File: src/hdl/tps_pkg.sv
// Shared types, constants and Q-format helpers for the trapezoidal profile setpoint block.
// No dependencies.
package tps_pkg;

  localparam int VALUE_W = 32;
  localparam int QDEPTH  = 4;

  typedef logic signed [63:0] word_t;

  localparam word_t WMAX = 64'sh3FFF_FFFF_FFFF_FFFF;
  localparam logic signed [64:0] WMAX65 = 65'sh0_3FFF_FFFF_FFFF_FFFF;

  localparam logic [2:0] OP_ADD  = 3'd0;
  localparam logic [2:0] OP_SUB  = 3'd1;
  localparam logic [2:0] OP_ADDH = 3'd2;
  localparam logic [2:0] OP_MUL  = 3'd3;
  localparam logic [2:0] OP_DIV  = 3'd4;
  localparam logic [2:0] OP_SQRT = 3'd5;

  localparam logic [1:0] PH_ACC  = 2'd0;
  localparam logic [1:0] PH_CRU  = 2'd1;
  localparam logic [1:0] PH_DEC  = 2'd2;
  localparam logic [1:0] PH_DONE = 2'd3;

  localparam logic [1:0] REG_VMAX = 2'd0;
  localparam logic [1:0] REG_AMAX = 2'd1;

  typedef struct packed {
    logic        [VALUE_W-1:0] elapsed_time;
    logic signed [VALUE_W-1:0] start_position;
    logic signed [VALUE_W-1:0] start_velocity;
    logic signed [VALUE_W-1:0] goal_position;
  } tps_item_t;

  typedef struct packed {
    logic signed [16:0]        accel_out;
    logic signed [VALUE_W-1:0] velocity_out;
    logic signed [VALUE_W-1:0] position_out;
    logic        [1:0]         phase;
  } tps_result_t;

  typedef struct packed {
    logic [2:0] op;
    word_t      a;
    word_t      b;
  } tps_req_t;

  typedef struct packed {
    logic  done;
    word_t res;
  } tps_rsp_t;

  function automatic word_t clamp65(input logic signed [64:0] s);
    if (s > WMAX65) return WMAX;
    else if (s < -WMAX65) return -WMAX;
    else return s[63:0];
  endfunction

  function automatic word_t half(input word_t a);
    word_t h;
    h = a + (a[63] ? 64'sd1 : 64'sd0);
    return h >>> 1;
  endfunction

  function automatic logic signed [64:0] ext(input word_t a);
    return $signed({a[63], a});
  endfunction

  function automatic logic [61:0] mag(input word_t a);
    word_t n;
    n = a[63] ? -a : a;
    return n[61:0];
  endfunction

endpackage

File: src/hdl/tps_front.sv
// Front end: start/busy handshake and the item queue feeding the back end.
// Depends on tps_pkg.
module tps_front import tps_pkg::*; (
  input  logic      clk,
  input  logic      rst,
  input  logic      start,
  input  tps_item_t item,
  output logic      busy,
  output logic      out_valid,
  output tps_item_t out_item,
  input  logic      pop
);

  localparam int PW = $clog2(QDEPTH);

  tps_item_t     mem [QDEPTH];
  logic [PW-1:0] wp;
  logic [PW-1:0] rp;
  logic [PW-1:0] rp_next;
  logic [PW:0]   cnt;
  logic          push;
  logic          head_new;

  assign busy      = (cnt == (PW+1)'(QDEPTH));
  assign push      = start && !busy;
  assign out_valid = (cnt != '0);
  assign rp_next   = pop ? rp + 1'b1 : rp;
  assign head_new  = push && ((cnt == '0) || ((cnt == (PW+1)'(1)) && pop));

  // out_item holds the entry at the head after this edge
  always_ff @(posedge clk) begin
    if (push) begin
      mem[wp] <= item;
    end
    out_item <= head_new ? item : mem[rp_next];
  end

  always_ff @(posedge clk) begin
    if (rst) begin
      wp  <= '0;
      rp  <= '0;
      cnt <= '0;
    end else begin
      if (push) wp <= wp + 1'b1;
      if (pop) rp <= rp + 1'b1;
      cnt <= cnt + (PW+1)'(push) - (PW+1)'(pop);
    end
  end

endmodule

File: config.mk
export PLATFORM = sky130hd
export DESIGN_NAME = tps_front
export DESIGN_NICKNAME = d
export VERILOG_FILES = /design/src/hdl/tps_pkg.sv /design/src/hdl/tps_front.sv
export SDC_FILE = /design/constraint.sdc
export NUM_CORES = 1
export LEC_CHECK = 0
export ABC_AREA = 1
export BUFFER_PORTS_ARGS = -buffer_cell sky130_fd_sc_hd__buf_2
export CORE_UTILIZATION = 59
export DETAILED_ROUTE_END_ITERATION = 10
export PLACE_DENSITY = 0.8
export SYNTH_ARGS = -nofsm -noshare
export SYNTH_HDL_FRONTEND = slang
export SYNTH_SLANG_ARGS = --single-unit
File: constraint.sdc
create_clock -name clk -period 7.89 [get_ports clk]
set_clock_uncertainty 0.2 [all_clocks]
set_input_delay 0.3945 -clock clk [delete_from_list [all_inputs] [get_ports clk]]
set_output_delay 0.3945 -clock clk [all_outputs]
set_load 0.01 [all_outputs]
Word-level counts from Yosys, hierarchy flattened
Memories as Yosys holds them, arrays and structs flattened.
Cells that the tools add are included.
{ "totals": {"ram_bits": 512, "reg_bits": 135, "rom_bits": 0, "n_memories": 1, "latch_bits": 0, "in_bits": 132, "word_cells": 25} }
{ "classes": {"order_cmp": 0, "eq_ne": 2, "n_addsub": 4, "n_reduce_logical": 7, "shifts": 0, "bitwise": 0, "n_mux": 4, "div_mod_pow": 0, "n_mul": 0} }
{ "memory_table": {"columns": ["name", "depth", "width", "read_ports", "rd_clocked_by_memory_dff", "write_ports", "line_no", "rtl"], "rows": [
  ["mem", 4, 128, 1, 0, 1, "tps_front.sv:16", "tps_item_t mem [QDEPTH];"]
]} }
{ "op_table": {"columns": ["operator", "count"], "rows": [
  ["128-bit 2-to-1 mux", 1],
  ["2-bit by 1-bit adder with 2-bit output (second input constant)", 2],
  ["3-bit by 1-bit adder with 3-bit output", 1],
  ["3-bit by 1-bit == test with 1-bit output (second input constant)", 1],
  ["3-bit == test (second input constant)", 1],
  ["1-bit logical AND", 3],
  ["3-bit logical NOT", 1],
  ["3-bit nonzero test", 1],
  ["3-bit by 1-bit subtractor with 3-bit output", 1],
  ["1-bit 2-to-1 mux", 2],
  ["2-bit 2-to-1 mux", 1],
  ["1-bit logical NOT", 1],
  ["1-bit logical OR", 1]
]} }

Depth between registers and ports, before layout
Gate-level depths: netlist of run 1.
{ "depth": {"ltp_word": 5, "depth_mapped": 10, "mapped_depth_nobuf": 10} }

Least setup slack after synthesis of run 1
Ideal clock, no wire load.
{ "synth_timing": {"kind": "register to register", "startpoint": "reg cnt[1]", "endpoint": "mem mem[0][0] (netlist name), enable pin", "stages_incl_launch_ff": 5, "arrival_time_ns": 6.026, "path_buffers": 0, "synth_period_minus_slack_ns": 6.843, "setup_time_ns": 0.617, "setup_slack_ns": 1.047, "required_ns": 7.073, "path_cell_list": "dfxtp_1 inv_1 nand3_1 nand2_1 nor2_1"} }
{ "synth_between": {"elab_chain_len": 5} }
{ "synth_lines": {"columns": ["element", "line_no", "rtl"], "rows": [
  ["from (decl)", "tps_front.sv:20", "logic [PW:0] cnt;"],
  ["from (signal assigned)", "tps_front.sv:46", "cnt <= cnt + (PW+1)'(push) - (PW+1)'(pop);"],
  ["3-bit == test", "tps_front.sv:24", "assign busy = (cnt == (PW+1)'(QDEPTH));"],
  ["1-bit logical NOT", "tps_front.sv:25", "assign push = start && !busy;"],
  ["1-bit logical AND", "tps_front.sv:25", null],
  ["1-bit 2-to-1 mux", "tps_front.sv:32", "if (push) begin"],
  ["1-bit 2-to-1 mux (not written as such)", "tps_front.sv:33", "mem[wp] <= item;"],
  ["to (decl)", "tps_front.sv:16", null]
]} }
No other way between the ends.

Worst setup path after layout of run 1
{ "layout_timing": {"startpoint": "reg rp[0]", "endpoint": "reg out_item[77] (netlist name)"} }
{ "layout_between": {"elab_chain_len": 4} }
{ "layout_lines": {"columns": ["element", "line_no", "rtl"], "rows": [
  ["from (decl)", "tps_front.sv:18", "logic [PW-1:0] rp;"],
  ["from (signal assigned)", "tps_front.sv:45", "if (pop) rp <= rp + 1'b1;"],
  ["2-bit by 1-bit adder with 2-bit output", "tps_front.sv:27", "assign rp_next = pop ? rp + 1'b1 : rp;"],
  ["2-bit 2-to-1 mux *", null, null],
  ["memory read 4 x 128 bit *", null, null],
  ["128-bit 2-to-1 mux *", "tps_front.sv:35", "out_item <= head_new ? item : mem[rp_next];"],
  ["to (signal assigned)", "tps_front.sv:35", null],
  ["to (decl)", "tps_front.sv:10", "output tps_item_t out_item,"]
]} }
Mark *: on every way between the ends. The rest lies on a longest branch, timed or not.
A chain may end at the register's enable or synchronous reset.

==> impl_metrics.env, run 1 <==
export IMPL_cp_common_cell="nand2_1"
export IMPL_netlist_area_sq_um=26400
export IMPL_power_switching_mw=2.56
export IMPL_layout_commonest_cell="nand2_1"
export IMPL_cts_tree="done"
export IMPL_startpoint_type="register"
export IMPL_grt_use_total=0.268
export IMPL_slowest_delay_ns=1.08
export IMPL_ys_ff_latch=647
export IMPL_antenna_found_initial=2
export IMPL_multi_input_area_sq_um=5780
export IMPL_ys_seq_area_frac=0.684
export IMPL_drive_gt1_frac=0.127
export IMPL_cts_made_buffers=61
export IMPL_arrival_ns=3.99
export IMPL_num_io_pins=262
export IMPL_area_delta_synth_final_pct=18.1
export IMPL_drc=0
export IMPL_start_util=0.598
export IMPL_syn_num_nets=2772
export IMPL_cpMaxStageDelayCell="nand2_8"
export IMPL_period_needed_ns=3.69
export IMPL_first_global_vias=18600
export IMPL_critical_path_top_delay_family="simple AND/OR/NAND/NOR gates"
export IMPL_mostFrequentLayoutCells="nand2_1 (773), inv_1 (527), nand3_1 (515), edfxtp_1 (512), buf_2 (261)"
export IMPL_die_w_um=214
export IMPL_cp_required_ns=8.19
export IMPL_final_antenna_net_count=0
export IMPL_nFillCells=2958
export IMPL_drtPass1Iterations=5
export IMPL_hpwl_um=31500
export IMPL_place_congestion=0.804
export IMPL_sw_frac_of_total=0.288
export IMPL_totalNegativeSetupSlack_ns=0
export IMPL_grt_pass1_wl_um=94400
export IMPL_rsz0062_at_grt="no"
export IMPL_clkTransAtPathRegs_ns=0.06
export IMPL_grt_max_degree=183
export IMPL_hold_viol_final=0
export IMPL_path_buf_inv=1
export IMPL_avgSynthCellArea_sq_um=10.0
export IMPL_pwr_density_cell_nw_per_um2=285
export IMPL_cellLeakagePower_nw=14.6
export IMPL_cts_sinks=647
export IMPL_cts_htree_levels=2
export IMPL_placeableCoreArea_sq_um=44200
export IMPL_power_mw=8.91
export IMPL_row_count=77
export IMPL_vias=19100
export IMPL_hold_path_class="primary input to register"
export IMPL_finalNonFillerCells=3609
export IMPL_maxClockFrequency_mhz=271
export IMPL_final_setup_viol_count=0
export IMPL_internal_power_mw=6.35
export IMPL_slew_headroom=0.208
export IMPL_clockPowerShare=0.315
export IMPL_final_nets=3103
export IMPL_hold_buffers=129
export IMPL_via_per_inst=5.28
export IMPL_die_area_sq_um=45700
export IMPL_dp_cells=3364
export IMPL_end_kind="register"
export IMPL_path_cells="nand2_8 -> nand2_8 -> buf_4 -> nand2_1 -> nand3_1 -> nand2_1 -> nand2_1 -> nand2_1"
export IMPL_pwr_share_comb=0.191
export IMPL_maxCapViolCount=0
export IMPL_slew_viol_final=0
export IMPL_period_share=0.468
export IMPL_ff_latch_area_sq_um=18100
export IMPL_ys_warn_count=0
export IMPL_synthCells=2633
export IMPL_die_h_um=214
export IMPL_clkLatencyLatePin_ns=0.62
export IMPL_port_buffers=261
export IMPL_clock_path_buffers=3
export IMPL_critPathMaxFanout=182
export IMPL_wl_per_cell_um=17.0
export IMPL_synth_distinct_cells=19
export IMPL_seq_power_share=0.493
export IMPL_antenna_cells=0
export IMPL_drt_iter0_markers=1890
export IMPL_worst_pin_slew_ns=1.19
export IMPL_cts_resized=0
export IMPL_status="finished, final reports clean"
export IMPL_overflow=0
export IMPL_drt_total_wl_um=61300
export IMPL_worstSetupPathType="register to register"
export IMPL_ir_worst_vdd_mv=0.198
export IMPL_postCtsSetupBuffers=0
export IMPL_cts_root_buf="clkbuf_16"
-- final cells by class --
cell class,count,area share
Tap cell,592,0.0237
Clock inverter,36,0.00813
Timing Repair Buffer,408,0.0875
Clock buffer,80,0.0532
Sequential cell,647,0.579
Inverter,529,0.0637
Multi-Input combinational cell,1317,0.185
-- path summary, 6_finish.rpt --
check	start	endpoint	slack (ns)	cells past startpoint
worst max register to register	rp[0]	out_item[77]	4.20	8
worst min register to register	wp[1]	wp[1]	0.35	2
worst min-delay path	pop	cnt[1]	0.25	4
worst max-delay path	rp[0]	out_item[77]	4.20	8
-- cell usage after synthesis --
cell type    n  share of area
buf_4        6         0.0017
nand3_1    516          0.098
nor2_1      10         0.0014
clkbuf_1    32         0.0045
nand2_1    775           0.11
buf_6        3         0.0013
nand2_4      2        0.00085
o21ai_0      2        0.00038
edfxtp_1   512           0.58
fa_1         1        0.00076
inv_2        1        0.00014
nand2_2      1        0.00024
inv_1      528          0.075
ha_1         6         0.0028
buf_2       99          0.019
xnor2_1      1        0.00033
dfxtp_1    135           0.10
xor2_1       1        0.00033
a21oi_1      2        0.00038
-- worst register-to-register path, stage by stage, from the launching register on --
cell	delay, ns
dfxtp_1	0.47
nand2_8	0.45
nand2_8	1.12
buf_4	0.86
nand2_1	0.15
nand3_1	0.13
nand2_1	0.08
nand2_1	0.06
nand2_1	0.06
-- registers in the layout, summed over array words and instances, names as in the netlist --
register  cells
cnt           3
mem         512
out_item    128
rp            2
wp            2
-- stage by stage --
stage / utilization / hold WS (ns) / area, sq um / worst slack [ns]
floorplan: - / 0.261 / 26400 / 1.05
detailed placement: 0.634 / 0.338 / 28000 / 4.16
finish: 0.706 / 0.246 / 31200 / 4.20
global placement: 0.634 / 0.307 / 28000 / 4.30
CTS: 0.706 / 0.214 / 31200 / 4.26
global route: 0.706 / 0.241 / 31200 / 3.95
-- power groups by stage --
stage / Sequential, mW / Combinational, mW / Clock, mW
3_5_place_dp: 4.46 / 1.63 / 0
4_1_cts: 4.39 / 1.70 / 2.83
2_1_floorplan: 4.61 / 0.849 / 0
5_1_grt: 4.43 / 1.90 / 2.97
3_3_place_gp: 4.45 / 1.59 / 0
6_report: 4.40 / 1.70 / 2.81
-- routing by layer --
metal  routed length, um  global-route usage
met5                  22                   0
met4                2000               0.123
met3                4810              0.0390
met2               30400               0.446
met1               24100               0.349
-- cell families (layout without fill, tap and decap cells) --
kind of cell / count (synthesis) / count (layout) / share of synthesized area
simple gates: 1304 / 1304 / 0.210
xor+xnor: 2 / 2 / 0.000662
flops: 647 / 647 / 0.684
compound gates: 4 / 4 / 0.000757
fa+ha+maj: 7 / 7 / 0.00360
buf+inv: 669 / 1053 / 0.101
Power figures use the tool's default switching activity.
==> inputs of run 2 (changes only) <==
- clock period: 7.89 -> 3.55 ns (I/O delays scaled with it)
==> run 2 against run 1 <==
Effect of this change: fmax grew 49%; clock-buffer cell count up 24; power is 130% higher; combinational power rose by 130%; sequential power up 120%; highest routed layer unchanged; first-iteration DRC count decreased by 0.79%; flip-flop and latch count unchanged; global-route usage grew 0.35 points; clock power rose by 140%; register-to-register slack lost 3.1 ns; worst hold slack lost 0.15 ns; via count is 1.0% higher.
==> impl_metrics.env, run 2 (same netlist as run 1, synthesis figures left out) <==
export IMPL_clkTransAtPathRegs_ns=0.06
export IMPL_final_setup_viol_count=0
export IMPL_maxCapViolCount=0
export IMPL_clkLatencyLatePin_ns=0.58
export IMPL_port_buffers=261
export IMPL_drt_total_wl_um=61700
export IMPL_grt_max_degree=143
export IMPL_die_w_um=214
export IMPL_worstSetupPathType="register to register"
export IMPL_slew_viol_final=0
export IMPL_largest_register="mem"
export IMPL_cp_required_ns=3.82
export IMPL_placeableCoreArea_sq_um=44200
export IMPL_pwr_density_cell_nw_per_um2=641
export IMPL_critPathMaxFanout=76
export IMPL_arrival_ns=2.75
export IMPL_status="finished, final reports clean"
export IMPL_finalNonFillerCells=3627
export IMPL_worst_r2r_path_depth=8
export IMPL_start_util=0.598
export IMPL_die_area_sq_um=45700
export IMPL_gr_usage_met2=0.467
export IMPL_drt_iter0_markers=1875
export IMPL_wl_per_cell_um=17.0
export IMPL_clock_path_buffers=3
export IMPL_cts_tree="done"
export IMPL_dp_cells=3377
export IMPL_holdWs_ns=0.100
export IMPL_grt_use_met3=0.0574
export IMPL_cellLeakagePower_nw=14.8
export IMPL_layout_commonest_cell="nand2_1"
export IMPL_end_kind="register"
export IMPL_largest_register_ffs=512
export IMPL_regToRegSetupSlack_ns=1.07
export IMPL_hpwl_um=32700
export IMPL_area_delta_synth_final_pct=20.0
export IMPL_die_h_um=214
export IMPL_worst_pin_slew_ns=1.07
export IMPL_via_per_inst=5.31
export IMPL_antenna_found_initial=4
export IMPL_grt_pass1_wl_um=95500
export IMPL_final_antenna_net_count=0
export IMPL_cts_made_buffers=66
export IMPL_drc=0
export IMPL_grt_busiest_layer="met2"
export IMPL_hold_path_class="primary input to register"
export IMPL_overflow=0
export IMPL_top_regs="mem: 512 flops, out_item: 128 flops, cnt: 3 flops"
export IMPL_num_io_pins=262
export IMPL_period_needed_ns=2.48
export IMPL_hold_viol_final=0
export IMPL_drtPass1Iterations=6
export IMPL_critPathCapture="out_item[79]"
export IMPL_cts_root_buf="clkbuf_16"
export IMPL_ir_worst_vdd_mv=0.856
export IMPL_first_global_vias=19100
export IMPL_startpoint_type="register"
export IMPL_cts_sinks=647
export IMPL_nFillCells=2869
export IMPL_grt_util_met1=0.337
export IMPL_drive_gt1_frac=0.132
export IMPL_cts_htree_levels=3
export IMPL_r2r_end="out_item[79]"
export IMPL_maxClockFrequency_mhz=403
export IMPL_place_congestion=0.766
export IMPL_period_share=0.700
export IMPL_grt_use_total=0.271
export IMPL_rsz0062_at_grt="no"
export IMPL_vias=19200
export IMPL_row_count=77
export IMPL_mostFrequentLayoutCells="nand2_1 (773), inv_1 (527), nand3_1 (515), edfxtp_1 (512), buf_2 (261)"
export IMPL_slew_headroom=0.284
export IMPL_final_nets=3121
export IMPL_r2r_start="rp[0]"
export IMPL_postCtsSetupBuffers=0
export IMPL_crit_path_start="rp[0]"
-- run 2: what timing repair did --
item,in CTS,in global routing
endpoints found under the hold margin,647,0
resized for setup,0,0
hold buffers,129,0
-- run 2: worst max-delay path, cell delays in order, from the launching register on --
cell,delay [ns]
dfxtp_1,0.46
inv_1,0.15
nand2_8,0.29
buf_4,0.71
nand3_1,0.18
nand3_1,0.14
nand2_1,0.06
nand2_1,0.05
nand2_1,0.06
-- run 2: final cells by class --
| cell class | instances | area [sq um] | share of cell area |
|---|---|---|---|
| inverter | 529 | 1990 | 0.0626 |
| clock inverter | 16 | 119 | 0.00375 |
| clock buffer | 104 | 2000 | 0.0630 |
| multi-input combinational | 1317 | 5780 | 0.182 |
| sequential | 647 | 18100 | 0.570 |
| timing repair buffer | 421 | 3030 | 0.0955 |
| tap | 592 | 741 | 0.0233 |
| antenna | 1 | 2.50 | 0.0000789 |
-- run 2: per-layer routing --
layer | routed length [um] | vias up
met5 | 55 | -
met4 | 1520 | 8
met3 | 5340 | 150
met2 | 30900 | 866
met1 | 23900 | 9160
li1 | - | 9063
-- run 2: worst min path at each step --
stage,start,to,slack (ns),depth (start not counted)
after floorplan,rst,cnt[1],0.04,1
final,pop,cnt[1],0.10,4
after CTS,pop,cnt[1],0.06,4
after global routing,pop,cnt[1],0.09,4
after global placement,item[109],mem[3][109],0.20,1
after detailed placement,item[11],mem[1][11],0.21,1
-- run 2: metrics by stage --
step	cell area (sq um)	utilization	total power, mW	setup TNS [ns]	worst slack, ns
6_report	31700	0.718	20.3	0	1.07
5_1_grt	31700	0.718	21.2	0	0.851
3_5_place_dp	28300	0.641	13.6	0	1.10
3_3_place_gp	28300	0.641	13.5	0	1.16
4_1_cts	31700	0.718	20.4	0	1.09
2_1_floorplan	26500	-	12.1	-601.17	-1.17
-- run 2: where the power goes --
part | leakage [nW] | internal (mW) | total [mW] | switching, mW
Sequential | 5.83 | 9.40 | 9.74 | 0.340
Clock | 1.04 | 3.95 | 6.71 | 2.76
Combinational | 7.96 | 1.25 | 3.89 | 2.63
Total | 14.8 | 14.6 | 20.3 | 5.73
==> inputs of run 3 (changes only) <==
- clock period: 3.55 -> 2.3 ns (I/O delays scaled with it)
==> run 3 against run 2 <==
Effect of this change: flip-flop and latch count is the same; first-iteration DRC count is 14% lower; non-clock buffer count is 12 higher; via count fell by 0.29%; clock-buffer cell count decreased by 33; global-route usage increased by 0.84 points; design area grew 0.94%; core utilization increased by 0.67 points; fmax rose by 20%; sequential share of layout area decreased by 0.51 points; largest cell class unchanged.
==> impl_metrics.env, run 3 (same netlist as run 1, synthesis figures left out) <==
export IMPL_via_per_inst=5.28
export IMPL_status="finished, final reports clean"
export IMPL_slowest_delay_ns=0.43
export IMPL_overflow=0
export IMPL_clock_path_buffers=3
export IMPL_placeableCoreArea_sq_um=44200
export IMPL_dp_cells=3388
export IMPL_holdWs_ns=0.0176
export IMPL_period_share=0.903
export IMPL_largest_register="mem"
export IMPL_fin_area_sq_um=32000
export IMPL_arrival_ns=2.39
export IMPL_cts_tree="done"
export IMPL_rsz0062_at_grt="no"
export IMPL_final_antenna_net_count=0
export IMPL_pwr_density_cell_nw_per_um2=991
export IMPL_die_w_um=214
export IMPL_worst_pin_slew_ns=0.782
export IMPL_row_count=77
export IMPL_num_io_pins=262
export IMPL_postCtsSetupBuffers=0
export IMPL_drive_gt1_frac=0.140
export IMPL_cts_made_buffers=61
export IMPL_final_core_util=0.724
export IMPL_totalNegativeSetupSlack_ns=0
export IMPL_largest_register_ffs=512
export IMPL_drt_iter0_markers=1618
export IMPL_cp_common_cell="inv_1"
export IMPL_area_delta_synth_final_pct=21.1
export IMPL_top_regs="mem: 512 flops, out_item: 128 flops, cnt: 3 flops"
export IMPL_cpMaxStageDelayCell="fa_1"
export IMPL_hpwl_um=33600
export IMPL_place_congestion=0.797
export IMPL_cp_required_ns=2.61
export IMPL_clkTransAtPathRegs_ns=0.07
export IMPL_maxClockFrequency_mhz=482
export IMPL_grt_max_degree=149
export IMPL_hold_path_class="primary input to register"
export IMPL_drc=0
export IMPL_final_nets=3128
export IMPL_slew_headroom=0.478
export IMPL_die_h_um=214
export IMPL_grt_pass1_wl_um=98300
export IMPL_slew_viol_final=0
export IMPL_mostFrequentLayoutCells="nand2_1 (772), inv_1 (525), nand3_1 (514), edfxtp_1 (512), buf_2 (261)"
export IMPL_die_area_sq_um=45700
export IMPL_end_kind="register"
export IMPL_cellLeakagePower_nw=14.9
export IMPL_worstSetupPathType="register to register"
export IMPL_drt_total_wl_um=63000
export IMPL_hold_viol_final=0
export IMPL_drtPass1Iterations=5
export IMPL_vias=19200
export IMPL_first_global_vias=19300
export IMPL_pre_cts_ws_ns=0.238
export IMPL_power_mw=31.7
export IMPL_wl_per_cell_um=17.3
export IMPL_critPathMaxFanout=3
export IMPL_path_buf_inv=3
export IMPL_grt_use_total=0.280
export IMPL_layout_commonest_cell="nand2_1"
export IMPL_finalNonFillerCells=3635
export IMPL_setup_slack_ns=0.223
export IMPL_cts_root_buf="clkbuf_16"
export IMPL_final_setup_viol_count=0
export IMPL_antenna_found_initial=4
export IMPL_start_util=0.598
export IMPL_maxCapViolCount=0
export IMPL_ir_worst_vdd_mv=0.814
export IMPL_port_buffers=261
export IMPL_postPlaceCellArea_sq_um=28600
export IMPL_path_cells="inv_1 -> nand3_2 -> nand2_4 -> ha_1 -> inv_1 -> ha_1 -> inv_1 -> fa_1 -> xnor2_1 -> nor2_1"
export IMPL_period_needed_ns=2.08
export IMPL_startpoint_type="register"
export IMPL_clkLatencyLatePin_ns=0.63
export IMPL_cts_sinks=647
export IMPL_cts_htree_levels=2
export IMPL_critical_path_top_delay_family="adder cells"
## run 3: per-layer routing
metal  wire [um]  vias to the layer above  track usage
li1            -                     9065            -
met1       24500                     9086        0.345
met2       31900                      857        0.483
met3        4470                      177       0.0435
met4        2130                        6        0.134
met5          34                        -            0
## run 3: path summary, 6_finish.rpt
kind	to	cells past startpoint	start	slack [ns]
setup / recovery	cnt[2]	10	cnt[0]	0.22
hold reg to reg	wp[0]	2	wp[0]	0.33
hold / removal	cnt[1]	4	pop	0.02
setup reg to reg	cnt[2]	10	cnt[0]	0.22
## run 3: power by group
group | total [mW] | switching, mW | internal [mW]
registers | 15.1 | 0.550 | 14.5
logic | 6.22 | 4.11 | 2.10
clock network | 10.5 | 4.41 | 6.06
## run 3: worst reg2reg max path, stage by stage, from the launching register on
cell,delay [ns]
dfxtp_2,0.33
inv_1,0.08
nand3_2,0.11
nand2_4,0.09
ha_1,0.22
inv_1,0.06
ha_1,0.14
inv_1,0.06
fa_1,0.43
xnor2_1,0.18
nor2_1,0.06
## run 3: what timing repair did
item                                   CTS  global route
resized for setup                        0             0
setup endpoints to repair                0             0
endpoints found under the hold margin  647             0
hold buffers                           130             0
## run 3: area by class of cell
type                            count  area [sq um]
Multi-Input combinational cell   1317          5790
Clock inverter                     45           460
Timing Repair Buffer              433          3310
Fill cell                        2869         12200
Inverter                          529          1990
Clock buffer                       71          1660
Sequential cell                   647         18100
Tap cell                          592           741
Antenna cell                        1          2.50
